==> src/rtl/core/mau_pkg.sv <==
// ----------------------------------------------------------------------------
// Modular arithmetic unit package
// Opcodes, sequencer states and word types shared by the unit.
// ----------------------------------------------------------------------------
package mau_pkg;

   localparam int unsigned FIELD_BITS = 32;

   typedef enum logic [2:0] {
      OP_ADD = 3'd0,
      OP_SUB = 3'd1,
      OP_MUL = 3'd2,
      OP_DIV = 3'd3,
      OP_POW = 3'd4
   } opcode_type;

   typedef struct packed {
      logic [2:0]            opcode;
      logic [FIELD_BITS-1:0] operand_a;
      logic [FIELD_BITS-1:0] operand_b;
      logic [FIELD_BITS-1:0] modulus;
   } req_word_type;

   typedef struct packed {
      logic [FIELD_BITS-1:0] result_value;
      logic                  a_less_than_b;
      logic                  a_equals_b;
      logic                  bad_modulus;
   } rsp_word_type;

   // one-hot sequencer states
   typedef enum logic [7:0] {
      ST_IDLE  = 8'b0000_0001,
      ST_RED   = 8'b0000_0010,
      ST_DISP  = 8'b0000_0100,
      ST_MUL   = 8'b0000_1000,
      ST_POWSQ = 8'b0001_0000,
      ST_POWML = 8'b0010_0000,
      ST_DONE  = 8'b0100_0000,
      ST_OUT   = 8'b1000_0000
   } state_type;

endpackage

==> src/rtl/core/modular_arithmetic_unit.sv <==
// ----------------------------------------------------------------------------
// Modular arithmetic unit
// Add, subtract, multiply, Fermat divide and power modulo N, with compare flags.
// ----------------------------------------------------------------------------
// Add/subtract time is spent mostly on the restoring reduction of both operands;
// multiply adds one modular multiply; power adds one or two modular multiplies
// per exponent bit; divide runs a power with exponent N-2, then one more
// multiply. One word at a time.
// Reset (synchronous, active high) returns the sequencer to idle.
module modular_arithmetic_unit import mau_pkg::*; #(
   parameter int unsigned WORD_BITS = 32
) (
   input  logic         clock,
   input  logic         reset,
   input  logic         req_valid,
   output logic         req_ready,
   input  req_word_type req_data,
   output logic         rsp_valid,
   input  logic         rsp_ready,
   output rsp_word_type rsp_data
);

   localparam int unsigned CW = $clog2(WORD_BITS + 1);

   typedef logic [WORD_BITS-1:0] word_type;

   state_type   state_ff, state_in;
   logic [2:0]  op_ff, op_in;
   word_type    n_ff, n_in, b_ff, b_in, e_ff, e_in;
   word_type    ra_ff, ra_in;
   word_type    acc_ff, acc_in;     // multiply / reduce accumulator
   word_type    mx_ff, mx_in, my_ff, my_in;
   word_type    pacc_ff, pacc_in;   // power accumulator
   word_type    pbase_ff, pbase_in;
   logic [CW-1:0] cnt_ff, cnt_in;
   logic [CW-1:0] ebit_ff, ebit_in; // exponent bits left in the power loop
   logic        redb_ff, redb_in;   // reducing b (else a)
   logic        div_ff, div_in;     // divide: second phase pending
   logic        bad_ff, bad_in;
   rsp_word_type rsp_ff, rsp_in;

   // shared unit: double acc mod n, then add x if bit set
   word_type   room_d, dbl, room_x, sum_out;
   logic       mbit;
   always_comb begin
      room_d = n_ff - acc_ff;
      dbl    = (acc_ff >= room_d) ? (acc_ff - room_d) : (acc_ff + acc_ff);
      room_x = n_ff - mx_ff;
      mbit   = my_ff[WORD_BITS-1];
      if (mbit)
         sum_out = (dbl >= room_x) ? (dbl - room_x) : (dbl + mx_ff);
      else
         sum_out = dbl;
   end

   // restoring reduction step: rem = rem*2 + bit, subtract n if possible
   logic [WORD_BITS:0] rsh;
   word_type           red_out;
   always_comb begin
      rsh     = {acc_ff, mx_ff[WORD_BITS-1]};
      red_out = (rsh >= {1'b0, n_ff}) ? word_type'(rsh - {1'b0, n_ff})
                                      : rsh[WORD_BITS-1:0];
   end

   word_type one_mod;
   assign one_mod = (n_ff == word_type'(1)) ? '0 : word_type'(1);

   always_comb begin
      state_in = state_ff;  op_in = op_ff;  n_in = n_ff;
      b_in = b_ff;  e_in = e_ff;  ra_in = ra_ff;  acc_in = acc_ff;
      mx_in = mx_ff;  my_in = my_ff;  pacc_in = pacc_ff;  pbase_in = pbase_ff;
      cnt_in = cnt_ff;  redb_in = redb_ff;  div_in = div_ff;  bad_in = bad_ff;
      rsp_in = rsp_ff;
      case (state_ff)
         ST_IDLE: begin
            if (req_valid) begin
               op_in  = req_data.opcode;
               b_in   = word_type'(req_data.operand_b);
               // power uses the unreduced exponent
               e_in   = word_type'(req_data.operand_b);
               n_in   = word_type'(req_data.modulus);
               bad_in = (word_type'(req_data.modulus) == '0);
               acc_in = '0;
               mx_in  = word_type'(req_data.operand_a);
               cnt_in = CW'(WORD_BITS);
               redb_in = 1'b0;
               state_in = ST_RED;
            end
         end
         // reduce a, then b, one bit a cycle; a zero modulus goes straight to an error word
         ST_RED: begin
            if (bad_ff) begin
               rsp_in = '{result_value: '0, a_less_than_b: 1'b0,
                          a_equals_b: 1'b0, bad_modulus: 1'b1};
               state_in = ST_OUT;
            end else begin
               acc_in = red_out;
               mx_in  = mx_ff << 1;
               cnt_in = cnt_ff - CW'(1);
               if (cnt_ff == CW'(1)) begin
                  if (!redb_ff) begin
                     ra_in = red_out;  acc_in = '0;  mx_in = b_ff;
                     cnt_in = CW'(WORD_BITS);  redb_in = 1'b1;
                  end else begin
                     b_in = red_out;  state_in = ST_DISP;
                  end
               end
            end
         end
         // choose the operation on reduced operands (ra_ff, b_ff)
         ST_DISP: begin
            rsp_in.a_less_than_b = (ra_ff < b_ff);
            rsp_in.a_equals_b    = (ra_ff == b_ff);
            rsp_in.bad_modulus   = 1'b0;
            rsp_in.result_value  = '0;
            acc_in = '0;  cnt_in = CW'(WORD_BITS);  div_in = 1'b0;
            case (op_ff)
               OP_ADD: begin
                  mx_in = ra_ff;  state_in = ST_DONE;  my_in = b_ff;
               end
               OP_SUB: begin
                  mx_in = ra_ff;  state_in = ST_DONE;
                  my_in = (b_ff == '0) ? '0 : (n_ff - b_ff);
               end
               OP_MUL: begin
                  mx_in = ra_ff;  my_in = b_ff;  div_in = 1'b0;
                  pacc_in = '0;  state_in = ST_MUL;
               end
               OP_DIV: begin
                  if (n_ff < word_type'(2)) state_in = ST_OUT;
                  else begin
                     pbase_in = b_ff;  e_in = n_ff - word_type'(2);
                     pacc_in = one_mod;  div_in = 1'b1;
                     mx_in = one_mod;  my_in = one_mod;  state_in = ST_POWSQ;
                  end
               end
               OP_POW: begin
                  pbase_in = ra_ff;
                  pacc_in = one_mod;  mx_in = one_mod;  my_in = one_mod;
                  state_in = ST_POWSQ;
               end
               default: state_in = ST_OUT;
            endcase
         end
         // multiply passes (square, multiply by base, plain multiply): acc = mx*my mod n, bit by bit
         ST_POWSQ, ST_POWML, ST_MUL: begin
            acc_in = sum_out;  my_in = my_ff << 1;  cnt_in = cnt_ff - CW'(1);
            if (cnt_ff == CW'(1)) begin
               acc_in = '0;  cnt_in = CW'(WORD_BITS);
               if (state_ff == ST_MUL) begin
                  rsp_in.result_value = FIELD_BITS'(sum_out);
                  state_in = ST_OUT;
               end else if (state_ff == ST_POWSQ && e_ff[WORD_BITS-1]) begin
                  pacc_in = sum_out;  mx_in = pbase_ff;  my_in = sum_out;
                  state_in = ST_POWML;
               end else begin
                  pacc_in = sum_out;  e_in = e_ff << 1;  redb_in = ~redb_ff;
                  if (ebit_ff == CW'(1)) begin
                     if (div_ff) begin
                        mx_in = ra_ff;  my_in = sum_out;  state_in = ST_MUL;
                     end else begin
                        rsp_in.result_value = FIELD_BITS'(sum_out);
                        state_in = ST_OUT;
                     end
                  end else begin
                     mx_in = sum_out;  my_in = sum_out;  state_in = ST_POWSQ;
                  end
               end
            end
         end
         // add / subtract: one modular add
         ST_DONE: begin
            rsp_in.result_value = FIELD_BITS'((ra_ff >= (n_ff - my_ff))
                                  ? (ra_ff - (n_ff - my_ff)) : (ra_ff + my_ff));
            state_in = ST_OUT;
         end
         ST_OUT: begin
            if (rsp_ready) state_in = ST_IDLE;
         end
         default: state_in = ST_IDLE;
      endcase
   end

   // exponent bit counter for the power loop
   always_comb begin
      ebit_in = ebit_ff;
      if (state_ff == ST_DISP) ebit_in = CW'(WORD_BITS);
      else if ((state_ff == ST_POWSQ || state_ff == ST_POWML) && cnt_ff == CW'(1)
               && !(state_ff == ST_POWSQ && e_ff[WORD_BITS-1]))
         ebit_in = ebit_ff - CW'(1);
   end

   always_ff @(posedge clock) begin
      if (reset) begin
         state_ff <= ST_IDLE;
      end else begin
         state_ff <= state_in;
      end
      op_ff <= op_in;  n_ff <= n_in;  b_ff <= b_in;  e_ff <= e_in;
      ra_ff <= ra_in;  acc_ff <= acc_in;  mx_ff <= mx_in;  my_ff <= my_in;
      pacc_ff <= pacc_in;  pbase_ff <= pbase_in;  cnt_ff <= cnt_in;
      redb_ff <= redb_in;  div_ff <= div_in;  bad_ff <= bad_in;
      rsp_ff <= rsp_in;  ebit_ff <= ebit_in;
   end

   assign req_ready = (state_ff == ST_IDLE);
   assign rsp_valid = (state_ff == ST_OUT);
   assign rsp_data  = rsp_ff;

   // result stays put while stalled
   a_hold: assert property (@(posedge clock) disable iff (reset)
      rsp_valid && !rsp_ready |=> $stable(rsp_data))
      else $error("result changed under stall");
   // error words carry no compare flags
   a_bad: assert property (@(posedge clock) disable iff (reset)
      rsp_valid && rsp_data.bad_modulus |-> !rsp_data.a_equals_b && !rsp_data.a_less_than_b)
      else $error("flags on bad modulus");
   // never ready and valid together
   a_excl: assert property (@(posedge clock) disable iff (reset)
      !(req_ready && rsp_valid))
      else $error("ready while result pending");

endmodule

==> config.mk <==
export PLATFORM = sky130hd
export DESIGN_NAME = modular_arithmetic_unit
export DESIGN_NICKNAME = d
export VERILOG_FILES = /design/src/rtl/core/mau_pkg.sv /design/src/rtl/core/modular_arithmetic_unit.sv
export SDC_FILE = /design/constraint.sdc
export NUM_CORES = 1
export LEC_CHECK = 0
export ABC_CLOCK_PERIOD_IN_PS = 11000
export BUFFER_PORTS_ARGS = -buffer_cell sky130_fd_sc_hd__buf_2
export CAP_MARGIN = 0
export CORE_MARGIN = 2
export CORE_UTILIZATION = 33
export DETAILED_ROUTE_END_ITERATION = 7
export PLACE_DENSITY = 0.45
export SLEW_MARGIN = 20
export SYNTH_ARGS = -nofsm -noshare
export SYNTH_HDL_FRONTEND = slang
export SYNTH_SLANG_ARGS = --single-unit
==> constraint.sdc <==
create_clock -name clock -period 11 [get_ports clock]
set_input_delay 1.65 -clock clock [delete_from_list [all_inputs] [get_ports clock]]
set_output_delay 1.65 -clock clock [all_outputs]
set_load 0.05 [all_outputs]
==> results of run 1 <==
cell usage after synthesis, types with 41 or more instances:
library cell,number
sky130_fd_sc_hd__a31oi_1,42
sky130_fd_sc_hd__a21oi_1,357
sky130_fd_sc_hd__nand2b_1,48
sky130_fd_sc_hd__a221oi_1,44
sky130_fd_sc_hd__o21ai_0,310
sky130_fd_sc_hd__nand2_1,338
sky130_fd_sc_hd__a21o_1,164
sky130_fd_sc_hd__inv_1,278
sky130_fd_sc_hd__xnor2_1,194
sky130_fd_sc_hd__edfxtp_1,303
sky130_fd_sc_hd__xor2_1,114
sky130_fd_sc_hd__nand4_1,53
sky130_fd_sc_hd__nor3_1,87
sky130_fd_sc_hd__nor2_1,282
sky130_fd_sc_hd__ha_1,343
sky130_fd_sc_hd__nor2b_1,41
sky130_fd_sc_hd__a22oi_1,47
sky130_fd_sc_hd__clkbuf_1,118
sky130_fd_sc_hd__nand3_1,98
sky130_fd_sc_hd__o21a_1,41
logic make-up after synthesis:
| kind of cell | Yosys count | share of synthesized area, % |
|---|---|---|
| buf+inv | 423 | 4.92 |
| xor+xnor | 308 | 8.19 |
| mux | 36 | 1.14 |
| simple gates | 1154 | 16.9 |
| flops | 317 | 28.5 |
| fa+ha+maj | 360 | 13.8 |
| compound gates | 1340 | 26.5 |
worst min path at each step:
stage | start | endpoint | slack (ns) | cells after the start
6_report | ebit_ff[5]$_SDFFE_PP1P_ | ebit_ff[5]$_SDFFE_PP1P_ | 0.50 | 2
4_1_cts | ebit_ff[5]$_SDFFE_PP1P_ | ebit_ff[5]$_SDFFE_PP1P_ | 0.50 | 2
3_3_place_gp | ebit_ff[5]$_SDFFE_PP1P_ | ebit_ff[5]$_SDFFE_PP1P_ | 0.49 | 2
5_1_grt | state_ff[4]$_SDFFE_PP0P_ | state_ff[4]$_SDFFE_PP0P_ | 0.55 | 2
3_5_place_dp | ebit_ff[5]$_SDFFE_PP1P_ | ebit_ff[5]$_SDFFE_PP1P_ | 0.48 | 2
2_1_floorplan | ebit_ff[5]$_SDFFE_PP1P_ | ebit_ff[5]$_SDFFE_PP1P_ | 0.47 | 2
flip-flops by register name, summed over array words and instances (netlist names):
name	cells
mx_ff	32
bad_ff	1
ebit_ff	6
div_ff	1
b_ff	32
op_ff	3
cnt_ff	6
n_ff	32
pbase_ff	32
state_ff	8
acc_ff	32
e_ff	32
redb_ff	1
rsp_data	35
my_ff	32
ra_ff	32
cell type report:
type,instances,area (sq um),share of cell area [%]
Sequential cell,317,9380,25.3
Multi-Input combinational cell,3198,22200,59.7
Antenna cell,1,2.50,0.00674
Timing Repair Buffer,240,1510,4.07
Inverter,279,1050,2.82
Clock buffer,51,1150,3.09
Clock inverter,29,241,0.651
Tap cell,1287,1610,4.34
worst register-to-register path, delay by kind of cell, from the launching register on:
| kind | cells | cell delay, ns |
|---|---|---|
| AND/OR/NAND/NOR | 7 | 1.19 |
| adder cells (fa/ha/maj) | 4 | 1.43 |
| XOR/XNOR | 1 | 0.12 |
| AO/OA/AOI/OAI | 26 | 6.17 |
| flip-flops | 1 | 0.46 |
| buffers and inverters | 5 | 0.79 |
routing by layer:
layer  GRT usage (%)  part of all wire, %  routed length, um  vias to the layer above
met5               0               0.0085                 12                        -
met4            9.20                  3.7               5170                        2
met3            3.52                  6.0               8410                      187
met2            45.4                   47              66100                     1080
met1            35.4                   43              61200                    15100
li1                -                    -                  -                    15000
repair_timing:
action                     in CTS  in global routing
setup endpoints to repair       0                108
hold buffers                    0                  0
resized for setup               0                 12
buffers inserted                0                  6
stage by stage:
stage                     util, %  cells  instance area (sq um)  hold WS [ns]
final                        37.6   5402                  37100         0.497
after floorplan                 -   3938                  32900         0.466
after CTS                    37.4   5392                  36900         0.505
after global placement       36.0   5312                  35500         0.488
after detailed placement     36.0   5312                  35500         0.484
after global routing         37.6   5401                  37100         0.549
==> results.md, run 1 <==
* Clock-pin transition on the worst setup and hold timing paths at approximately 0.06 ns
* Max Freq at 95.5 MHz
* Aggregate negative setup slack at 0 ns
* Critical setup path kind: flop to flop
* Residual DRC at 0
* Die height at 320 um
* Launch point of the worst path: n_ff[0]$_DFFE_PP_
* Worst reg-to-reg setup slack at about 0.53 ns
* Crit-path leading delay family: compound AO/OA/AOI/OAI gates
* Maximum number of pins on one net before global-route repair at between 70 and 80
* Horizontal die dimension at 320 um
* Clock latency on the worst-skew pair at roughly 0.65 ns
* RSZ-0062 raised after global routing: false
* Post-synthesis cell area at 32900 sq um
* Yosys top cell by area: sky130_fd_sc_hd__edfxtp_1
* Reg-to-reg endpoint: mx_ff[28]$_DFFE_PP_
* TritonCTS clock tree: yes
* Crit path buffers/inverters at 5
* Share of flip-flops with an asynchronous set or reset after synthesis at 0%
* Slowest stage cell on the critical path: sky130_fd_sc_hd__o21ai_0
* Core area at 98700 sq um
* Source of the worst register-to-register timing path: n_ff[0]$_DFFE_PP_
* Remaining Overflow, GRT at 0
* Slew @ Worst Pin at 1.10 ns
* Pre-CTS setup slack at 0.418 ns
* Layout area overhead at 12.7%
* Period Utilization, post-route at 95.2%
* Antenna violations before repair at 2
* Worst hold-check path type: flop to flop
* Fin. Hold Viols at 0
* Number of nets at the end of the flow at ~4.5k
* Most frequent cells in the layout: 354 x sky130_fd_sc_hd__a21oi_1, 343 x sky130_fd_sc_hd__ha_1, 337 x sky130_fd_sc_hd__nand2_1
* Post-route antenna net violation count at 0
* Vias/cell at roughly 5.8
* Largest stage delay, worst path at 0.53 ns
* H-Tree Depth at 2
* CP Capture Point: mx_ff[28]$_DFFE_PP_
* Largest cells by area after synthesis: sky130_fd_sc_hd__edfxtp_1 28%, sky130_fd_sc_hd__ha_1 13%, sky130_fd_sc_hd__a21oi_1 5.4%
* # IOs at 140
* Worst path depth at 43
* Nets in the synthesized netlist at 4393
* WP data arrival at 10.78 ns
* Final weighted congestion of routability-driven global placement at 0.927
* Final worst slack at approximately 0.53 ns
* Element type at the critical path end: flop
* Critical Path Fanout Max at 22
* Mean post-synth cell area at roughly 8.4 sq um
* Number of CTS-inserted buffers at 44
* Post-synth EDFFs at roughly 300
* Die Outline Area at 102000 sq um
* Drt pass-1 iters at 6
* Clock sinks at approximately 320
* Clock skew at 0.0592 ns
* First-pass GRT wire length at 204000 um
* Count of buffers from port buffering at around 140
* Overall via count from detail_route at 31.3k
* Starting Density at 33.4%
* Status: complete, no violations
* Maximum number of buffers from clock root to sink at 3
* Overall track demand over capacity in global routing at 26.9%
* Maxcap violations at 0
* Total half-perimeter wirelength after legalization and detailed placement at about 110000 um
* Number of endpoints failing setup at the final stage at 0
* Slew margin rel. at roughly a quarter
* Wirelength, routed at between 100000 and 150000 um
* Vias in the first global route at roughly 30k
* Number of warnings reported in the yosys synthesis log at 0
* Clock period minus worst slack at 10.47 ns
* Fillers at 10.4k
* CTS Root Buffer Type: sky130_fd_sc_hd__clkbuf_16
* Worst endpoint required time at 11.31 ns
* Count of different cell masters after synthesis at 96
* Post-synthesis sequential element count at approximately 320
* Number of DRC violations after detailed-routing iteration 0 at about 3.1k
* Most frequent CP cell: sky130_fd_sc_hd__o21ai_0
* Fraction of layout instances using a drive strength above 1 at under 10%
* Post-synth top flop: sky130_fd_sc_hd__edfxtp_1
* Number of max-slew violations in the final report at 0
* Number of rows created at floorplan at 115
* Synthesized netlist cell count at 3938
* Portion of the post-synthesis area used by sequential elements at ~28%
* R2R depth at 43
* Worst Setup Start Kind: flop
* Top-area cell type share of the netlist area at between 20 and 30%
* Detail-routed net length per standard cell at 26.1 um
* Most common library cell in the layout ignoring fill and taps: sky130_fd_sc_hd__a21oi_1
Power of run 1 is left out: the tool's default activity adds up to more than one toggle a clock period on the data nets, which glitch-free logic cannot reach.
==> run 2: changes to the inputs <==
--- a/config.mk
+++ b/config.mk
@@ -10,8 +10,10 @@
 export CAP_MARGIN = 0
 export CORE_MARGIN = 2
 export CORE_UTILIZATION = 33
+export CTS_BUF_LIST = sky130_fd_sc_hd__clkbuf_4
 export DETAILED_ROUTE_END_ITERATION = 7
 export PLACE_DENSITY = 0.45
+export RECOVER_POWER = 25
 export SLEW_MARGIN = 20
 export SYNTH_ARGS = -nofsm -noshare
 export SYNTH_HDL_FRONTEND = slang
==> constraint.sdc (replaced) <==
create_clock -name clock -period 11 [get_ports clock]
set_input_delay 1.1 -clock clock [delete_from_list [all_inputs] [get_ports clock]]
set_output_delay 1.1 -clock clock [all_outputs]
set_load 0.05 [all_outputs]
==> run 2 against run 1 <==
The flow now finishes with violations (design-rule violations, max-capacitance violations, max-slew violations). Via count up 1.4%. Count of clock-buffer cells in the layout up 94. Hold slack worse by 0.13 ns. Die area unchanged. Utilization down 0.19 points. Maximum frequency down 0.17%. Critical path type unchanged. Critical endpoint is now acc_ff[28]$_DFFE_PP_.
==> results.md, run 2 (same netlist as run 1, synthesis figures left out) <==
* Overall track demand over capacity in global routing at 27.1% (+0.15 points)
* TritonCTS clock tree: yes
* Most frequent cells in the layout: 354 x sky130_fd_sc_hd__a21oi_1, 343 x sky130_fd_sc_hd__ha_1, 337 x sky130_fd_sc_hd__nand2_1
* Clock skew at 0.115 ns (+0.0559 ns)
* First-pass GRT wire length at 205000 um (+0.52%)
* Critical setup path kind: flop to flop
* Die Outline Area at 102000 sq um (unchanged)
* Fraction of layout instances using a drive strength above 1 at 10.2% (+0.27 points)
* Starting Density at 33.4% (unchanged)
* Maxcap violations at 5 (+5)
* Worst Setup Start Kind: flop
* Element type at the critical path end: flop
* Number of max-slew violations in the final report at 235 (+235)
* Number of nets at the end of the flow at 4592 (+1.3%)
* Core area at 98700 sq um (unchanged)
* Fin. Hold Viols at 0 (unchanged)
* Maximum number of pins on one net before global-route repair at 76 (unchanged)
* Drt pass-1 iters at 8 (+2)
* # IOs at 140 (unchanged)
* DP Cell Count at 5312 (unchanged)
* Remaining Overflow, GRT at 0 (unchanged)
* Post-route antenna net violation count at 0 (unchanged)
* Critical Path Fanout Max at 22 (unchanged)
* Period Utilization, post-route at 95.4% (+0.17 points)
* Largest stage delay, worst path at 0.53 ns (about the same)
* Final weighted congestion of routability-driven global placement at 0.927 (unchanged)
* Antenna violations before repair at 4 (+2)
* Most common library cell in the layout ignoring fill and taps: sky130_fd_sc_hd__a21oi_1
* Residual DRC at 2 (+2)
* Slew @ Worst Pin at 3.18 ns (+2.08 ns)
* Number of rows created at floorplan at 115 (unchanged)
* Slew margin rel. at -112% (-140 points)
* Worst hold-check path type: input port to flop
* Die height at 320 um (unchanged)
* Status: finished with violations
* Number of endpoints failing setup at the final stage at 0 (unchanged)
* Overall via count from detail_route at 31.8k (+1.4%)
* H-Tree Depth at 3 (+1)
* RSZ-0062 raised after global routing: true
* Total half-perimeter wirelength after legalization and detailed placement at 113000 um (unchanged)
* Flip-flop count of the largest register after layout at 35 (unchanged)
* CTS Root Buffer Type: sky130_fd_sc_hd__clkbuf_4
* Wirelength, routed at 142000 um (+0.47%)
* Horizontal die dimension at 320 um (unchanged)
* WP data arrival at 11.05 ns (+0.27 ns)
* Vias in the first global route at 30.5k (+1.9%)
* Slowest stage cell on the critical path: sky130_fd_sc_hd__o21ai_0
* Worst reg-to-reg setup slack at 0.51 ns (-0.02 ns)
* Clock period minus worst slack at 10.49 ns (+0.0182 ns)
* Layout area overhead at 12.1%
* Number of CTS-inserted buffers at 101 (+130%)
* Number of DRC violations after detailed-routing iteration 0 at 3017 (-1.1%)
* Clock latency on the worst-skew pair at 0.96 ns (+0.31 ns)
* Max Freq at 95.3 MHz (-0.17%)
* Post-route insts no fill at 5513 (+2.1%)
* Count of buffers from port buffering at 139 (unchanged)
* Clock-pin transition on the worst setup and hold timing paths at 0.07 ns (about the same)
* Detail-routed net length per standard cell at 25.7 um (-1.6%)
* Most frequent CP cell: sky130_fd_sc_hd__o21ai_0
* Worst endpoint required time at 11.56 ns (+0.25 ns)
* Hold buffer count at cts at 0 (unchanged)
* Violated checks: design-rule violations, max-capacitance violations, max-slew violations
* Clock sinks at 317 (unchanged)
* Maximum number of buffers from clock root to sink at 3 (unchanged)
* Vias/cell at 5.76 (-0.65%)
-- run 2: cell count changes in the layout (fill, tap and decap cells not counted), sizes merged --
| cell | delta |
|---|---|
| clkbuf | +164 |
| buf | -70 |
| clkinv | +20 |
| diode | +3 |
| bufinv | -2 |
| clkinvlp | -2 |
| inv | -2 |
-- run 2: layout make-up --
class	instances	area, sq um
clock inverter	43	209
inverter	279	1050
multi-input combinational	3198	22200
antenna	4	10.0
clock buffer	145	1090
timing repair buffer	240	1410
fill	10500	61800
tap	1287	1610
sequential	317	9380
-- run 2: final timing paths --
kind              cells past startpoint                     from                 endpoint
setup reg to reg                     43        n_ff[0]$_DFFE_PP_     acc_ff[28]$_DFFE_PP_
hold reg to reg                       2  ebit_ff[5]$_SDFFE_PP1P_  ebit_ff[5]$_SDFFE_PP1P_
setup / recovery                     43        n_ff[0]$_DFFE_PP_     acc_ff[28]$_DFFE_PP_
hold / removal                        1             req_data[96]       op_ff[0]$_DFFE_PP_
-- run 2: critical path: cells and delay by family, from the launching register on --
| kind | cells | cell delay [ns] |
|---|---|---|
| AND/OR/NAND/NOR | 7 | 1.20 |
| XOR/XNOR | 1 | 0.12 |
| flip-flops | 1 | 0.46 |
| adder cells (fa/ha/maj) | 4 | 1.43 |
| buffers and inverters | 5 | 0.77 |
| AO/OA/AOI/OAI | 26 | 6.09 |
-- run 2: stage by stage --
step / setup slack [ns] / utilization (%) / cell area (sq um) / TNS, ns / hold slack (ns)
after floorplan: 1.78 / - / 32900 / 0 / 0.466
after CTS: 0.227 / 37.3 / 36800 / 0 / 0.284
final: 0.510 / 37.4 / 36900 / 0 / 0.368
after global routing: -0.0160 / 37.4 / 36900 / -0.0336 / 0.298
after detailed placement: 0.418 / 36.0 / 35500 / 0 / 0.484
after global placement: 0.638 / 36.0 / 35500 / 0 / 0.488
-- run 2: metal layers --
| layer | track usage [%] | up-vias | part of all wire, % |
|---|---|---|---|
| met5 | 0 | - | 0 |
| met2 | 45.5 | 1174 | 47 |
| met1 | 35.1 | 15200 | 43 |
| met3 | 4.18 | 242 | 6.4 |
| met4 | 9.94 | 0 | 3.9 |
| li1 | - | 15200 | - |
-- run 2: what timing repair did --
| item | CTS | global route |
|---|---|---|
| setup buffers | 0 | 6 |
| setup endpoints to repair | 0 | 107 |
| resized for setup | 0 | 13 |
Power of run 2 is left out for the same reason.
